File: config.mk
export PLATFORM = sky130hd
export DESIGN_NAME = dsl_ctrl
export DESIGN_NICKNAME = d
export VERILOG_FILES = /design/src/rtl/dsl_pkg.sv /design/src/rtl/dsl_ctrl.sv
export SDC_FILE = /design/constraint.sdc
export NUM_CORES = 1
export LEC_CHECK = 0
export BUFFER_PORTS_ARGS = -buffer_cell sky130_fd_sc_hd__clkbuf_2
export CORE_MARGIN = 2
export CORE_UTILIZATION = 45
export CTS_BUF_LIST = sky130_fd_sc_hd__clkbuf_16
export CTS_CLUSTER_DIAMETER = 50
export DETAILED_ROUTE_END_ITERATION = 8
export HOLD_SLACK_MARGIN = 0.05
export PLACE_DENSITY_LB_ADDON = 0.05
export SLEW_MARGIN = 20
export SYNTH_ARGS = -nofsm -noshare
export SYNTH_HDL_FRONTEND = slang
export SYNTH_SLANG_ARGS = --single-unit
File: constraint.sdc
create_clock -name clk -period 5.2 [get_ports clk]
set_input_delay 0.78 -clock clk [delete_from_list [all_inputs] [get_ports clk]]
set_output_delay 0.78 -clock clk [all_outputs]
set_load 0.03 [all_outputs]
File: src/rtl/dsl_pkg.sv
// Shared types, codes and arithmetic helpers for the dense sigmoid layer.
// Holds the sigmoid lookup table built at elaboration; no dependencies.
package dsl_pkg;

    localparam int MAX_INPUTS      = 64;
    localparam int MAX_OUTPUTS     = 16;
    localparam int SIGMOID_ENTRIES = 256;
    localparam int ROW_W           = $clog2(MAX_OUTPUTS);
    localparam int COL_W           = $clog2(MAX_INPUTS);
    localparam int NIN_W           = COL_W + 1;
    localparam int NOUT_W          = ROW_W + 1;
    localparam int ADDR_W          = ROW_W + COL_W;
    localparam int SIG_IDX_W       = $clog2(SIGMOID_ENTRIES);
    localparam int SIG_STEP        = (16 * 65536) / SIGMOID_ENTRIES;
    localparam int SIG_SHIFT       = $clog2(SIG_STEP);
    localparam int SIG_W           = 17;

    localparam logic [6:0]  INPUT_COUNT_RESET   = 7'd64;
    localparam logic [4:0]  OUTPUT_COUNT_RESET  = 5'd16;
    localparam logic [16:0] LEARNING_RATE_RESET = 17'd6554;

    localparam logic [1:0] CFG_INPUT_COUNT   = 2'd0;
    localparam logic [1:0] CFG_OUTPUT_COUNT  = 2'd1;
    localparam logic [1:0] CFG_LEARNING_RATE = 2'd2;

    localparam logic [1:0] KIND_ACTIVATION = 2'd0;
    localparam logic [1:0] KIND_DELTA      = 2'd1;
    localparam logic [1:0] KIND_WEIGHT     = 2'd2;

    typedef enum logic [2:0] {
        OP_LOAD_WEIGHT = 3'd0,
        OP_LOAD_BIAS   = 3'd1,
        OP_FORWARD     = 3'd2,
        OP_BACKWARD    = 3'd3,
        OP_PRIOR_ACT   = 3'd4,
        OP_UPDATE      = 3'd5,
        OP_READ_WEIGHT = 3'd6,
        OP_NONE        = 3'd7
    } op_t;

    typedef enum logic [2:0] {
        MUL_FWD   = 3'd0,  // weight * input
        MUL_BWD   = 3'd1,  // next weight * next delta
        MUL_DERIV = 3'd2,  // s * (1 - s)
        MUL_DELTA = 3'd3,  // backprop sum * derivative
        MUL_LRD   = 3'd4,  // rate * delta
        MUL_GRAD  = 3'd5,  // delta * prior activation
        MUL_LRG   = 3'd6   // rate * gradient
    } mul_sel_t;

    typedef enum logic [1:0] {
        RD_ITEM = 2'd0,
        RD_FWD  = 2'd1,
        RD_UPD  = 2'd2
    } rd_src_t;

    typedef struct packed {
        logic             capture;
        logic             wr_weight;
        logic             wr_bias;
        logic             wr_prior;
        logic             restart;
        logic             mem_rd;
        rd_src_t          rd_src;
        logic             mul_en;
        mul_sel_t         mul_sel;
        logic             acc_fwd;
        logic             acc_bwd;
        logic             bias_upd;
        logic             weight_upd;
        logic             act_emit;
        logic             delta_emit;
        logic             rd_emit;
        logic             emit_end;
        logic [ROW_W-1:0] i;
        logic [COL_W-1:0] j;
    } dsl_cmd_t;

    typedef struct packed {
        op_t               op;
        logic              last;
        logic              col_in_use;
        logic              row_in_use;
        logic [NIN_W-1:0]  n_in;
        logic [NOUT_W-1:0] n_out;
        logic              out_free;
    } dsl_status_t;

    typedef logic [SIGMOID_ENTRIES-1:0][SIG_W-1:0] sig_tab_t;

    function automatic logic signed [31:0] sat32(input logic signed [49:0] v);
        logic signed [31:0] r;
        if (v > 50'sh7fffffff)
            r = 32'sh7fffffff;
        else if (v < -50'sh80000000)
            r = 32'sh80000000;
        else
            r = v[31:0];
        return r;
    endfunction

    // Round half up, floor shift by 16, saturate.
    function automatic logic signed [31:0] q_round(input logic signed [65:0] p);
        logic signed [65:0] r;
        r = p + 66'sd32768;
        return sat32(r[65:16]);
    endfunction

    function automatic logic [SIG_IDX_W-1:0] sig_index(input logic signed [31:0] z);
        logic signed [33:0] off;
        logic [33:0]        idx;
        logic [SIG_IDX_W-1:0] r;
        off = 34'(z) + 34'sd524288;
        idx = 34'(off) >> SIG_SHIFT;
        if (off < 0)
            r = '0;
        else if (idx >= 34'(SIGMOID_ENTRIES))
            r = SIG_IDX_W'(SIGMOID_ENTRIES - 1);
        else
            r = idx[SIG_IDX_W-1:0];
        return r;
    endfunction

    // Shift-subtract quotient, used only while the table is built.
    function automatic logic [63:0] udiv64(input logic [63:0] n, input logic [63:0] d);
        logic [63:0] q;
        logic [63:0] r;
        q = '0;
        r = '0;
        for (int b = 63; b >= 0; b--) begin
            r = {r[62:0], n[b]};
            if (r >= d) begin
                r = r - d;
                q[b] = 1'b1;
            end
        end
        return q;
    endfunction

    function automatic logic [SIG_W-1:0] sig_eval(input longint x);
        logic [63:0] t;
        logic [63:0] one;
        logic [63:0] u;
        logic [63:0] u2;
        logic [63:0] u3;
        logic [63:0] u4;
        logic [63:0] e;
        logic [63:0] den;
        logic [63:0] num;
        logic [63:0] res;
        t   = (x < 0) ? 64'(-x) : 64'(x);
        one = 64'd1 << 31;
        if (t > 64'd524288)
            t = 64'd524288;
        u  = t << 7;
        u2 = (u * u) >> 31;
        u3 = (u2 * u) >> 31;
        u4 = (u3 * u) >> 31;
        e  = one - u + (u2 >> 1) - udiv64(u3, 64'd6) + udiv64(u4, 64'd24);
        for (int k = 0; k < 8; k++)
            e = (e * e) >> 31;
        den = one + e;
        num = (x < 0) ? e : one;
        res = udiv64((num << 16) + (den >> 1), den);
        return res[SIG_W-1:0];
    endfunction

    function automatic sig_tab_t build_sig_table();
        sig_tab_t tab;
        longint   x;
        for (int k = 0; k < SIGMOID_ENTRIES; k++) begin
            x = -longint'(524288) + longint'(k) * SIG_STEP + SIG_STEP / 2;
            tab[k] = sig_eval(x);
        end
        return tab;
    endfunction

    localparam sig_tab_t SIG_TABLE = build_sig_table();

endpackage

File: src/rtl/dsl_ctrl.sv
// Sequencer for the dense sigmoid layer: one-hot state machine and loop counters.
// Depends on dsl_pkg; drives the datapath through dsl_cmd_t only.
module dsl_ctrl
(
    input  logic                 clk,
    input  logic                 rst_n,
    input  logic                 in_valid,
    output logic                 in_ready,
    input  dsl_pkg::dsl_status_t status,
    output dsl_pkg::dsl_cmd_t    cmd
);

    typedef enum logic [17:0] {
        S_IDLE  = 18'b000000000000000001,
        S_DISP  = 18'b000000000000000010,
        S_FRD   = 18'b000000000000000100,
        S_FMUL  = 18'b000000000000001000,
        S_FACC  = 18'b000000000000010000,
        S_ACT   = 18'b000000000000100000,
        S_BMUL  = 18'b000000000001000000,
        S_BACC  = 18'b000000000010000000,
        S_DMUL1 = 18'b000000000100000000,
        S_DMUL2 = 18'b000000001000000000,
        S_DEMIT = 18'b000000010000000000,
        S_UB1   = 18'b000000100000000000,
        S_UB2   = 18'b000001000000000000,
        S_URD   = 18'b000010000000000000,
        S_UG    = 18'b000100000000000000,
        S_ULG   = 18'b001000000000000000,
        S_UWR   = 18'b010000000000000000,
        S_REMIT = 18'b100000000000000000
    } state_t;

    state_t                     state_reg, state_next;
    logic [dsl_pkg::ROW_W-1:0]  i_reg, i_next;
    logic [dsl_pkg::COL_W-1:0]  j_reg, j_next;
    logic                       i_last;
    logic                       j_last;
    logic                       no_zero;

    assign i_last  = (dsl_pkg::NOUT_W'(i_reg) + 1'b1) == status.n_out;
    assign j_last  = (dsl_pkg::NIN_W'(j_reg) + 1'b1) == status.n_in;
    assign no_zero = (status.n_out == '0);
    assign in_ready = (state_reg == S_IDLE);

    always_comb
    begin
        state_next = state_reg;
        i_next     = i_reg;
        j_next     = j_reg;
        cmd        = '0;
        cmd.rd_src  = dsl_pkg::RD_ITEM;
        cmd.mul_sel = dsl_pkg::MUL_FWD;
        cmd.i      = i_reg;
        cmd.j      = j_reg;
        cmd.emit_end = i_last;
        unique case (state_reg)
            S_IDLE:
            begin
                i_next = '0;
                j_next = '0;
                if (in_valid)
                begin
                    cmd.capture = 1'b1;
                    state_next  = S_DISP;
                end
            end
            S_DISP:
            begin
                state_next = S_IDLE;
                unique case (status.op)
                    dsl_pkg::OP_LOAD_WEIGHT: cmd.wr_weight = 1'b1;
                    dsl_pkg::OP_LOAD_BIAS:   cmd.wr_bias   = 1'b1;
                    dsl_pkg::OP_PRIOR_ACT:   cmd.wr_prior  = 1'b1;
                    dsl_pkg::OP_FORWARD:
                    begin
                        cmd.restart = 1'b1;
                        if (status.col_in_use && !no_zero)
                            state_next = S_FRD;
                        else if (status.last && !no_zero)
                            state_next = S_ACT;
                    end
                    dsl_pkg::OP_BACKWARD:
                    begin
                        if (status.row_in_use)
                            state_next = S_BMUL;
                        else if (status.last && !no_zero)
                            state_next = S_DMUL1;
                    end
                    dsl_pkg::OP_UPDATE:
                    begin
                        if (!no_zero)
                            state_next = S_UB1;
                    end
                    dsl_pkg::OP_READ_WEIGHT:
                    begin
                        cmd.mem_rd = 1'b1;
                        cmd.rd_src = dsl_pkg::RD_ITEM;
                        state_next = S_REMIT;
                    end
                    default: state_next = S_IDLE;
                endcase
            end
            S_FRD:
            begin
                cmd.mem_rd = 1'b1;
                cmd.rd_src = dsl_pkg::RD_FWD;
                state_next = S_FMUL;
            end
            S_FMUL:
            begin
                cmd.mul_en  = 1'b1;
                cmd.mul_sel = dsl_pkg::MUL_FWD;
                state_next  = S_FACC;
            end
            S_FACC:
            begin
                cmd.acc_fwd = 1'b1;
                if (i_last)
                begin
                    i_next     = '0;
                    state_next = status.last ? S_ACT : S_IDLE;
                end
                else
                begin
                    i_next     = i_reg + 1'b1;
                    state_next = S_FRD;
                end
            end
            S_ACT:
            begin
                if (status.out_free)
                begin
                    cmd.act_emit = 1'b1;
                    i_next       = i_reg + 1'b1;
                    if (i_last)
                        state_next = S_IDLE;
                end
            end
            S_BMUL:
            begin
                cmd.mul_en  = 1'b1;
                cmd.mul_sel = dsl_pkg::MUL_BWD;
                state_next  = S_BACC;
            end
            S_BACC:
            begin
                cmd.acc_bwd = 1'b1;
                state_next  = status.last ? S_DMUL1 : S_IDLE;
            end
            S_DMUL1:
            begin
                cmd.mul_en  = 1'b1;
                cmd.mul_sel = dsl_pkg::MUL_DERIV;
                state_next  = S_DMUL2;
            end
            S_DMUL2:
            begin
                cmd.mul_en  = 1'b1;
                cmd.mul_sel = dsl_pkg::MUL_DELTA;
                state_next  = S_DEMIT;
            end
            S_DEMIT:
            begin
                if (status.out_free)
                begin
                    cmd.delta_emit = 1'b1;
                    i_next         = i_reg + 1'b1;
                    state_next     = i_last ? S_IDLE : S_DMUL1;
                end
            end
            S_UB1:
            begin
                cmd.mul_en  = 1'b1;
                cmd.mul_sel = dsl_pkg::MUL_LRD;
                state_next  = S_UB2;
            end
            S_UB2:
            begin
                cmd.bias_upd = 1'b1;
                j_next       = '0;
                if (status.n_in != '0)
                    state_next = S_URD;
                else if (i_last)
                    state_next = S_IDLE;
                else
                begin
                    i_next     = i_reg + 1'b1;
                    state_next = S_UB1;
                end
            end
            S_URD:
            begin
                cmd.mem_rd = 1'b1;
                cmd.rd_src = dsl_pkg::RD_UPD;
                state_next = S_UG;
            end
            S_UG:
            begin
                cmd.mul_en  = 1'b1;
                cmd.mul_sel = dsl_pkg::MUL_GRAD;
                state_next  = S_ULG;
            end
            S_ULG:
            begin
                cmd.mul_en  = 1'b1;
                cmd.mul_sel = dsl_pkg::MUL_LRG;
                state_next  = S_UWR;
            end
            S_UWR:
            begin
                cmd.weight_upd = 1'b1;
                if (!j_last)
                begin
                    j_next     = j_reg + 1'b1;
                    state_next = S_URD;
                end
                else if (i_last)
                    state_next = S_IDLE;
                else
                begin
                    i_next     = i_reg + 1'b1;
                    state_next = S_UB1;
                end
            end
            S_REMIT:
            begin
                cmd.emit_end = 1'b1;
                if (status.out_free)
                begin
                    cmd.rd_emit = 1'b1;
                    state_next  = S_IDLE;
                end
            end
            default: state_next = S_IDLE;
        endcase
    end

    always_ff @(posedge clk or negedge rst_n)
    begin
        if (!rst_n)
        begin
            state_reg <= S_IDLE;
            i_reg     <= '0;
            j_reg     <= '0;
        end
        else
        begin
            state_reg <= state_next;
            i_reg     <= i_next;
            j_reg     <= j_next;
        end
    end

endmodule

== Word level (Yosys, flattened, before mapping) ==
Cells that the tools add are included.

* Bits of input ports: 22
* Bits in registers: 28
* Word-level logic and storage cells: 100
* Output and inout port bits: 31

* Equal/unequal tests: 35
* $add $sub $neg: 4
* Mux-type cells: 45
* Reductions and logical operators: 13

{| class="wikitable"
|+ Operator list
! operator !! count
|-
| $pmux 18 s18 || 1
|-
| $mux 18 || 8
|-
| $pmux 18 s4 || 1
|-
| $mux 9 || 4
|-
| $pmux 4 s7 || 1
|-
| $mux 12 || 2
|-
| $mux 4 || 6
|-
| $mux 6 || 4
|-
| $pmux 4 s5 || 1
|-
| $eq 18x1->1 const B || 1
|-
| $eq 18x10->1 const B || 1
|-
| $eq 18x11->1 const B || 1
|-
| $eq 18x12->1 const B || 1
|-
| $eq 18x13->1 const B || 1
|-
| $eq 18x14->1 const B || 1
|-
| $eq 18x15->1 const B || 1
|-
| $eq 18x16->1 const B || 1
|-
| $eq 18x17->1 const B || 1
|-
| $eq 18x18->1 const B || 1
|-
| $eq 18x2->1 const B || 1
|-
| $eq 18x3->1 const B || 1
|-
| $eq 18x4->1 const B || 1
|-
| $eq 18x5->1 const B || 1
|-
| $eq 18x6->1 const B || 1
|-
| 30 further kinds || 54
|}

== Logic depth before layout (Yosys ltp) ==
* Depth after elaboration: 7
* Depth in mapped cells: 9
* Gate-level depth less buffers: 8

== Least setup slack after synthesis ==
Ideal clock, no wire load.

* Path kind: reg2out
* Start: register state_reg[14]
* End: output port cmd[28] (netlist name)
* Required time: 4.420 ns
* Path buffers: 0
* Data arrival time: 2.366 ns
* Setup slack: 2.054 ns
* Stages on the path, launching flop included: 5
* Path through: dfrtp_1 -> or4_4 -> nor4_4 -> nand4b_1 -> nor4_1

{| class="wikitable"
|+ RTL lines
! item !! line !! RTL
|-
| start, declared || dsl_ctrl.sv:34 || <nowiki>state_t state_reg, state_next;</nowiki>
|-
| start signal, assigned || dsl_ctrl.sv:249 || <nowiki>state_reg <= state_next;</nowiki>
|-
| end, declared || dsl_ctrl.sv:10 || <nowiki>output dsl_pkg::dsl_cmd_t cmd</nowiki>
|}

==> results by stage <==
Status:
- The flow ran to the end, and the final reports show no timing, DRC or antenna violations.

Yosys:
- In the synthesized netlist the dominant register cell turns out to be sky130_fd_sc_hd__dfrtp_1.
- The net count after synthesis is 271.
- Synthesis produced 247 cells.
- Yosys printed 0 warnings.
- The fraction of post-synthesis cell area in the top cell type by area is 0.3107.
- The fraction of synthesis flops using an asynchronous set or reset pin is 1.000.
- A synthesized cell averages 8.804 sq um.
- Summing every instance area after synthesis gives 0.002175 sq mm.
- The number of register bits inferred by synthesis is 28.
- For this run, the register share of the synthesized area comes to 0.3228.
- In this run, synthesis inferred 0 flip-flops with an integrated enable.
- The synthesized netlist contains 61 unique library cells.
- By area the synthesized netlist is led by sky130_fd_sc_hd__dfrtp_1 31%, sky130_fd_sc_hd__nand2_1 5.0%, sky130_fd_sc_hd__nor2_1 3.6%.
- The largest total area in the synthesized netlist belongs to sky130_fd_sc_hd__dfrtp_1.

Worst setup path:
- The end of the worst register-to-register path is state_reg[8].
- The endpoint kind of the worst setup timing path is an output pin.
- Data on the critical path arrives at its endpoint at 2.55 ns.
- The setup slack of the worst register-to-register path is 2.47 ns.
- The cell depth of the worst flop-to-flop path is 7.
- At the worst endpoint, the required time is 4.42 ns.
- The worst reg2reg path startpoint is i_reg[0].
- Of all nets on the critical path, the largest fanout is 6.
- By startpoint and endpoint, the worst setup path is classified as reg -> out.
- The sort of element at the start of the critical path is a flip-flop.

Placed design:
- The total of buffers placed on input and output ports is 52.
- The cell total after placement is 348.
- At the end of routability-driven placement, the weighted congestion stood at 0.8334.
- The placed wire-length estimate is 4375 um.
- OpenSTA, run right after detailed placement, puts the worst setup slack at 2.118 ns.
- The placed instances occupy a cell area of 0.002471 sq mm.

Die:
- The starting density of the core is 0.4635.
- The number of top-level pins is 53.
- The core box area is 0.004692 sq mm.
- The initialized floorplan defines 25 standard-cell rows.
- The floorplan step set the die width to 73.52 um.
- The vertical die dimension is 73.52 um.
- The die covers 0.005404 sq mm.

Clock tree:
- The post-cts repair resize count is 0.
- TritonCTS created 3 clock buffers.
- The depth of the CTS H-tree is 1.
- The clock reaches the later pin of the worst-skew pair after 0.27 ns.
- The hold-fix buffer count after cts is 0.
- After clock tree synthesis, the setup repair step added 0 buffers.
- The buffer depth of the longest clock path is 2.
- The cell at the root of the clock tree is sky130_fd_sc_hd__clkbuf_16.
- Clock-pin slew was measured on the worst setup and hold paths at 0.07 ns.
- The clock tree from TritonCTS is built.
- Clock tree synthesis found a total of 28 sinks.

Min path:
- The worst-case hold path end point is i_reg[1].
- The beginning of the worst hold path is i_reg[1].
- The class of the most critical hold timing path is reg -> reg.
- The worst hold path was traced through 2 stages.

GRT:
- The number of antenna violations at the first check in global routing was 0.
- The via count of the first global-routing pass came to 1869.
- The maximum number of pins on one net before global-route repair is 29.
- The global-route total usage across every layer is 0.2188.
- The overflow left after global routing is 0.
- The first-pass GRT wire length is 9163 um.

Layout:
- The register with the most flip-flops in the layout has 18 of them.
- Of the cells placed in the final design, the portion with a size suffix greater than 1 is 0.2819.
- The library cells used most frequently in the layout, excluding fill and tap cells, are 52 x sky130_fd_sc_hd__clkbuf_2, 29 x sky130_fd_sc_hd__nand2_1, 27 x sky130_fd_sc_hd__dfrtp_1, 21 x sky130_fd_sc_hd__nor2_1, 11 x sky130_fd_sc_hd__o21ai_0.
- Leaving out filler cells and counting taps, the final layout contains 352.
- The number of nets at the end of the flow is 323.
- The post-route standard cell area excluding fillers is 0.002550 sq mm.
- The antenna diode count is 0.
- The post-synthesis to final-layout area growth is 17.26%.
- Leaving out fill and tap cells, the most frequent cell in the layout is sky130_fd_sc_hd__clkbuf_2.

Detailed routing:
- The detail route stage leaves a number of antenna-violating nets equal to 0.
- Summed over all layers, the routed wires come to 5689 um.
- Dividing the detail-routed wire length by the instance count gives 16.16 um.
- In the routed design, unresolved DRC markers number 0.
- The routed layout has 2109 vias.
- In this run, the number of DRC markers left after iteration 0 of detailed routing was 106.
- The via density per instance is 5.991.
- The first detailed-routing pass ran for 4 iterations.

Power:
- Total power for the finished layout comes to 655.7 uW.
- The power density relative to cell area is 257.1 mW/mm^2.
- Across the VDD grid, the largest voltage drop is 0.1375 mV.
- The leakage power summed over all cells is 1.266 nW.

Timing:
- Setup repair after global routing left no endpoint under its margin.
- Between clock sinks in the finished design, the worst skew comes to 0.004072 ns.
- For this run, the top clock speed supported by timing is 0.3000 GHz.
- In the finished design, the share of the clock period the worst path needs comes to 0.6410.
- The setup total negative slack is 0 ns.
- For the finished layout, the period the worst path requires is 3.333 ns.
- Setup violations remaining at the end of the flow were counted as 0.
- The number of hold violations in the final report is 0.
- The tightest slew margin relative to the limit is 0.5150.
- The number of max-slew violations in the final report is 0.
- The worst path meets setup with 1.867 ns of slack.
- For the pin with the worst max-slew slack, the measured transition is 0.7275 ns.

Run:
- The number of maximum-capacitance violations is 0.
[layout make-up]
class,instances,area [sq um]
flip-flops and latches,28,701.9
well taps,54,67.56
fillers,494,2142
multi-input cells,206,1406
clock buffers,3,75.07
clock inverters,1,3.754
repair buffers,53,267.8
inverters,7,27.53
[how the worst max path moves through the flow]
stage                  startpoint      end  cells after the start
finish              state_reg[14]  cmd[26]                      6
global route        state_reg[14]  cmd[26]                      6
CTS                 state_reg[14]  cmd[26]                      6
detailed placement      status[3]  cmd[10]                      7
global placement        status[3]  cmd[10]                      7
floorplan           state_reg[14]  cmd[28]                      4
[synthesized netlist by cell type, drive strengths merged (2+ instances only)]
| master | instances |
|---|---|
| a21o | 2 |
| a21oi | 3 |
| a22o | 5 |
| a31oi | 2 |
| a41oi | 2 |
| and2 | 5 |
| and3 | 3 |
| and4 | 2 |
| and4b | 6 |
| buf | 3 |
| clkbuf | 3 |
| clkinv | 2 |
| dfrtp | 27 |
| ha | 2 |
| inv | 5 |
| nand2 | 29 |
| nand2b | 5 |
| nand3 | 8 |
| nand4 | 5 |
| nand4b | 4 |
| nor2 | 21 |
| nor2b | 6 |
| nor3 | 8 |
| nor3b | 7 |
| nor4 | 14 |
| nor4b | 2 |
| o211a | 2 |
| o21a | 2 |
| o21ai | 19 |
| o221ai | 2 |
| o31ai | 2 |
| o32ai | 2 |
| o41ai | 2 |
| or2 | 4 |
| or3b | 2 |
| or4 | 7 |
| xnor2 | 7 |
| xor2 | 6 |
[per-layer routing]
metal,track usage,up-vias,part of all wire
li1,-,1045,-
met1,0.3328,985,0.50
met2,0.3284,71,0.44
met3,0.02606,8,0.048
met4,0.05455,0,0.014
met5,0,-,0
[through the flow]
step                hold WS (ns)  utilization
floorplan                 0.4777            -
global placement          0.5233       0.5267
detailed placement        0.5278       0.5267
CTS                       0.5450       0.5435
global route              0.5920       0.5435
finish                    0.5380       0.5435
[worst max-delay path, cell delays in order (launching register included)]
cell	delay [ns]
sky130_fd_sc_hd__dfrtp_1	0.45
sky130_fd_sc_hd__or4_4	0.59
sky130_fd_sc_hd__nor4_4	0.43
sky130_fd_sc_hd__and4b_4	0.35
sky130_fd_sc_hd__nand2_1	0.08
sky130_fd_sc_hd__nor3_1	0.15
sky130_fd_sc_hd__clkbuf_2	0.24
[power by group]
part | leakage [nW] | switching (mW) | internal, mW
combinational | 0.841 | 0.142 | 0.0887
sequential | 0.387 | 0.0125 | 0.229
clock | 0.0385 | 0.0805 | 0.103
total | 1.27 | 0.235 | 0.421
[cell families after synthesis]
group / after synthesis / synth area share
AOI/OAI and AO/OA: 50 / 0.1686
and+or+nand+nor: 140 / 0.4039
buffers and inverters: 13 / 0.03048
DFF: 28 / 0.3228
adders and majority gates: 2 / 0.01151
xor gates and xnor gates: 14 / 0.06272
(Power assumes the default switching activity.)
